--- src/hw/rtl/qrs_sqrt.sv ---
// Pipelined integer square root, one root bit per stage, of disc * 2^(2*FRAC_BITS).
// Carries an opaque sideband word alongside. No package dependency.
`timescale 1ns / 1ps

module qrs_sqrt #(
  parameter int DISC_W    = 36,
  parameter int FRAC_BITS = 16,
  parameter int SB_W      = 8
) (
  input  logic                              clk,
  input  logic                              rst_n,
  input  logic                              en,
  input  logic                              in_vld,
  input  logic [DISC_W-1:0]                 in_rad,
  input  logic [SB_W-1:0]                   in_sb,
  output logic                              out_vld,
  output logic [DISC_W/2+FRAC_BITS-1:0]     out_root,
  output logic [SB_W-1:0]                   out_sb
);

  localparam int RW  = DISC_W + 2 * FRAC_BITS;
  localparam int SQ  = RW / 2;
  localparam int RMW = SQ + 2;

  logic            v_r    [1:SQ];
  logic [RW-1:0]   x_r    [1:SQ];
  logic [RMW-1:0]  rem_r  [1:SQ];
  logic [SQ-1:0]   root_r [1:SQ];
  logic [SB_W-1:0] sb_r   [1:SQ];

  for (genvar gi = 0; gi < SQ; gi++) begin : g_stg
    logic            v_s;
    logic [RW-1:0]   x_s;
    logic [RMW-1:0]  rem_s, rem_sh, trial;
    logic [SQ-1:0]   root_s;
    logic [SB_W-1:0] sb_s;
    logic [RMW:0]    diff;
    logic            take;

    if (gi == 0) begin : g_first
      assign v_s    = in_vld;
      assign x_s    = {in_rad, {(2 * FRAC_BITS){1'b0}}};
      assign rem_s  = '0;
      assign root_s = '0;
      assign sb_s   = in_sb;
    end else begin : g_next
      assign v_s    = v_r[gi];
      assign x_s    = x_r[gi];
      assign rem_s  = rem_r[gi];
      assign root_s = root_r[gi];
      assign sb_s   = sb_r[gi];
    end

    assign rem_sh = {rem_s[RMW-3:0], x_s[RW-1 -: 2]};
    assign trial  = {root_s, 2'b01};
    assign diff   = {1'b0, rem_sh} - {1'b0, trial};
    assign take   = !diff[RMW];

    always_ff @(posedge clk) begin
      if (!rst_n) begin
        v_r[gi+1] <= 1'b0;
      end else if (en) begin
        v_r[gi+1] <= v_s;
      end
    end

    always_ff @(posedge clk) begin
      if (en) begin
        x_r[gi+1]    <= {x_s[RW-3:0], 2'b00};
        rem_r[gi+1]  <= take ? diff[RMW-1:0] : rem_sh;
        root_r[gi+1] <= {root_s[SQ-2:0], take};
        sb_r[gi+1]   <= sb_s;
      end
    end
  end

  assign out_vld  = v_r[SQ];
  assign out_root = root_r[SQ];
  assign out_sb   = sb_r[SQ];

endmodule

--- config.mk ---
export PLATFORM = sky130hd
export DESIGN_NAME = qrs_sqrt
export DESIGN_NICKNAME = d
export VERILOG_FILES = /design/src/hw/rtl/qrs_sqrt.sv
export SDC_FILE = /design/constraint.sdc
export NUM_CORES = 2
export LEC_CHECK = 0
export BUFFER_PORTS_ARGS = -buffer_cell sky130_fd_sc_hd__buf_2
export CAP_MARGIN = 20
export CORE_MARGIN = 2
export CORE_UTILIZATION = 60
export CTS_CLUSTER_DIAMETER = 60
export DETAILED_ROUTE_END_ITERATION = 6
export PLACE_DENSITY = 0.76
export SLEW_MARGIN = 20
export SYNTH_ARGS = -nofsm -noshare
export SYNTH_HDL_FRONTEND = slang
export SYNTH_MEMORY_MAX_BITS = 65536
export SYNTH_SLANG_ARGS = --single-unit
--- constraint.sdc ---
create_clock -name clk -period 9.25 [get_ports clk]
set_input_delay 0.925 -clock clk [delete_from_list [all_inputs] [get_ports clk]]
set_output_delay 0.925 -clock clk [all_outputs]
set_load 0.01 [all_outputs]
==> metrics <==
status complete, no violations; Root Driver clkbuf_16; Initial DRT Pass Iterations 6; PwrDens 248 mW/mm2; Worst path slowest cell o41ai_1; Routability Congestion ~0.91; CP required slightly below 10 ns; WL final 216000 um; FF-to-FF End rem_r[1][393]$_DFFE_PP_; Hold Path End x_r[0][104]$_DFFE_PP_; cts repair resizes 0; metal3 WL about 10000 um; FF-to-FF setup slack ~4.2 ns; Synth Warn # 0; min Tclk post-route ~5.1 ns; Final Hold Violating Endpoints 0; Initial Utilization 0.603; simple-gate share of the synthesized area 0.102; total global routing overflow 0; CTS H-tree depth 4; sequential element share of the synthesized area 0.614; RSZ-0062 raised after global routing no; Worst-Margin Slew 1.14 ns; fraction of registers with async set/reset 0; CTS tree done; die area around 0.19 mm2; max_cap viols 0; dpl hpwl approximately 150000 um; multiplexer share of the synthesized area 0.0118; Area growth syn-to-layout 9.95%; CP Launch Type flop; fin nets between 9000 and 10000; most common cell in the netlist edfxtp_1; Via-to-Cell Ratio approximately 5.8; first-pass GRT wire length around 350000 um; design area 0.121 mm2; share of layout cells above drive strength 1 0.0717; cell family with most CP delay compound AO/OA/AOI/OAI gates; vias around 70000; residual DRC count 0; GRT Total Usage 0.231; placed insts around 11000; Min-Delay Path Depth 1; Post-Place Worst Slack between 4 and 5 ns; clock sinks around 2300; Worst IR Drop VDD 224 uV; period utilisation layout 0.548; Synth Flop Type edfxtp_1; main combinational cell family by area after synthesis compound AO/OA/AOI/OAI gates; Num CTS Buffers 230; postcts setup bufs 0; CTS clk-pin slew, worst paths roughly 0.06 ns; met2 wire len ~110000 um; Bufs and invs on worst path 2; Crit Path Max Fanout 51; hold_buf cts 0; Min-Delay Path Class input port to flop; fin worst setup slack 4.18 ns; Syn Inst Count 8901; syn nets approximately 9500; Diodes inserted 0; Synth Area in Compound Gates 0.106; CTS Buffer Depth 3; highest metal used met4; Worst slew margin 0.240; I/O pins 91; adder-cell share of the synthesized area 0.0683; post-synthesis cell type count between 90 and 100; share of the synthesized area in the top cell type 0.614; worst r2r src rem_r[1][324]$_SDFFCE_PP0P_; Syn Area/Cell roughly 12 um2; Setup crit end kind flop; WL/cell ~18 um; wire length on met1 ~94000 um; Die Y about 430 um; Critical Path Max Stage Delay 0.65 ns; initial antenna violation count 1; reg2reg path depth 15; final setup fails 0; I/O Buffers 90; CP cell instances ha_1 > fa_1 > a21o_1 > a21oi_1 > o211ai_1 > a21o_1 > o41ai_1 > o21ai_1 > a21oi_1 > nor2b_2 > buf_4 > inv_1 > o2111ai_1 > nor3b_1 > xor2_1; critical hold path startpoint in_rad[6]; Initial DRC Count about 5400; Fin Clk Skew ~0.034 ns; placed cell areas roughly 0.11 mm2; area leader, netlist edfxtp_1; XOR/XNOR share of the synthesized area 0.0656; Antenna Nets Post-Route 0; Post-synth EDFFs 2254; Die W approximately 430 um; ranking of synthesized cells by area edfxtp_1, ha_1, xnor2_1; Mapped Area around 0.11 mm2; CP arrival 5.64 ns; Setup CP Type flop to flop; Std-Cell Rows ~160; final slew viol count 0; Max Fclk 197 MHz; vias in the first global route about 67000; TNS Setup 0 ns; Lkg Pwr approximately 47 nW; overall power 30.1 mW; largest net degree at the start of global routing 183; Clk Latency, worst-skew pair 0.86 ns; Synth top cells by count edfxtp_1, inv_1, nand2_1, a21oi_1, nor2_1; number of synthesized register bits between 2000 and 2500; Post-Layout Cell Count 11762; CORE AREA 0.183 mm2
-- how the worst max path moves through the flow --
stage / startpoint / to / slack, ns / cells past startpoint
after detailed placement: rem_r[1][324]$_SDFFCE_PP0P_ / rem_r[1][393]$_DFFE_PP_ / 4.27 / 15
after global routing: rem_r[1][252]$_SDFFCE_PP0P_ / rem_r[1][305]$_DFFE_PP_ / 3.82 / 13
after CTS: rem_r[1][324]$_SDFFCE_PP0P_ / rem_r[1][391]$_DFFE_PP_ / 4.22 / 15
after global placement: rem_r[1][252]$_SDFFCE_PP0P_ / rem_r[1][315]$_DFFE_PP_ / 4.34 / 13
final: rem_r[1][324]$_SDFFCE_PP0P_ / rem_r[1][393]$_DFFE_PP_ / 4.18 / 15
after floorplan: rem_r[1][468]$_SDFFCE_PP0P_ / rem_r[1][506]$_DFFE_PP_ / 5.44 / 12
-- worst register-to-register path, cell delays in order (launching register included) --
cell and delay [ns]:
edfxtp_1 0.48, ha_1 0.28, fa_1 0.43, a21o_1 0.22, a21oi_1 0.33, o211ai_1 0.25
a21o_1 0.26, o41ai_1 0.65, o21ai_1 0.22, a21oi_1 0.28, nor2b_2 0.19, buf_4 0.40
inv_1 0.33, o2111ai_1 0.23, nor3b_1 0.11, xor2_1 0.15
-- routing by layer --
layer / vias to the layer above / GRT usage
li1: 33108 / -
met1: 33084 / 0.309
met2: 1585 / 0.391
met3: 420 / 0.0324
met4: 0 / 0.0753
met5: - / 0
-- cell type report --
cell class,count,area [um2]
clock inverters,148,1440
well taps,2464,3080
clock buffers,276,6060
repair buffers,135,928
multi-input cells,5716,39100
flip-flops and latches,2254,67700
inverters,769,2890
fillers,13133,61700
-- cell families (layout without fill, tap and decap cells) --
group,Yosys count,count (layout)
AOI/OAI and AO/OA,1888,1888
muxes,116,116
xor gates and xnor gates,826,826
adders and majority gates,593,593
buffers and inverters,931,1328
and+or+nand+nor,2292,2292
DFF,2254,2254
other,1,1
-- flip-flops by register name, indices dropped and copies added, names as in the netlist --
| name | flops |
|---|---|
| root_r | 595 |
| sb_r | 272 |
| rem_r | 1047 |
| x_r | 306 |
| v_r | 34 |
-- stage by stage --
step	utilization	hold WS (ns)
after detailed placement	0.622	0.405
after global placement	0.622	0.400
after global routing	0.663	0.201
final	0.663	0.247
after floorplan	-	0.400
after CTS	0.663	0.177
-- placed cells by master (no fill, tap or decap), types with 45 or more instances in the layout --
cell and instances:
edfxtp_1 2254, inv_1 767, nand2_1 605, a21oi_1 591, nor2_1 583, ha_1 578
o21ai_0 476, xnor2_1 438, xor2_1 388, a21o_1 240, clkbuf_16 236, nor3_1 233
nand3_1 132, nand2b_1 109, mux2_2 108, o21a_1 106, and3_1 92, buf_2 89
nor4_1 82, nor2b_1 75, or3_1 75, o21bai_1 69, o31ai_1 67, nand4_1 51
clkinv_1 49, or4_1 45
-- report_power, final --
part           leakage (nW)  total (mW)  internal [mW]  switching [mW]
sequential             21.5        14.1           13.1           0.971
combinational          22.0        6.85           2.99            3.85
clock                  3.65        9.18           5.32            3.85
No activity file was read; power rests on OpenSTA's default activity.
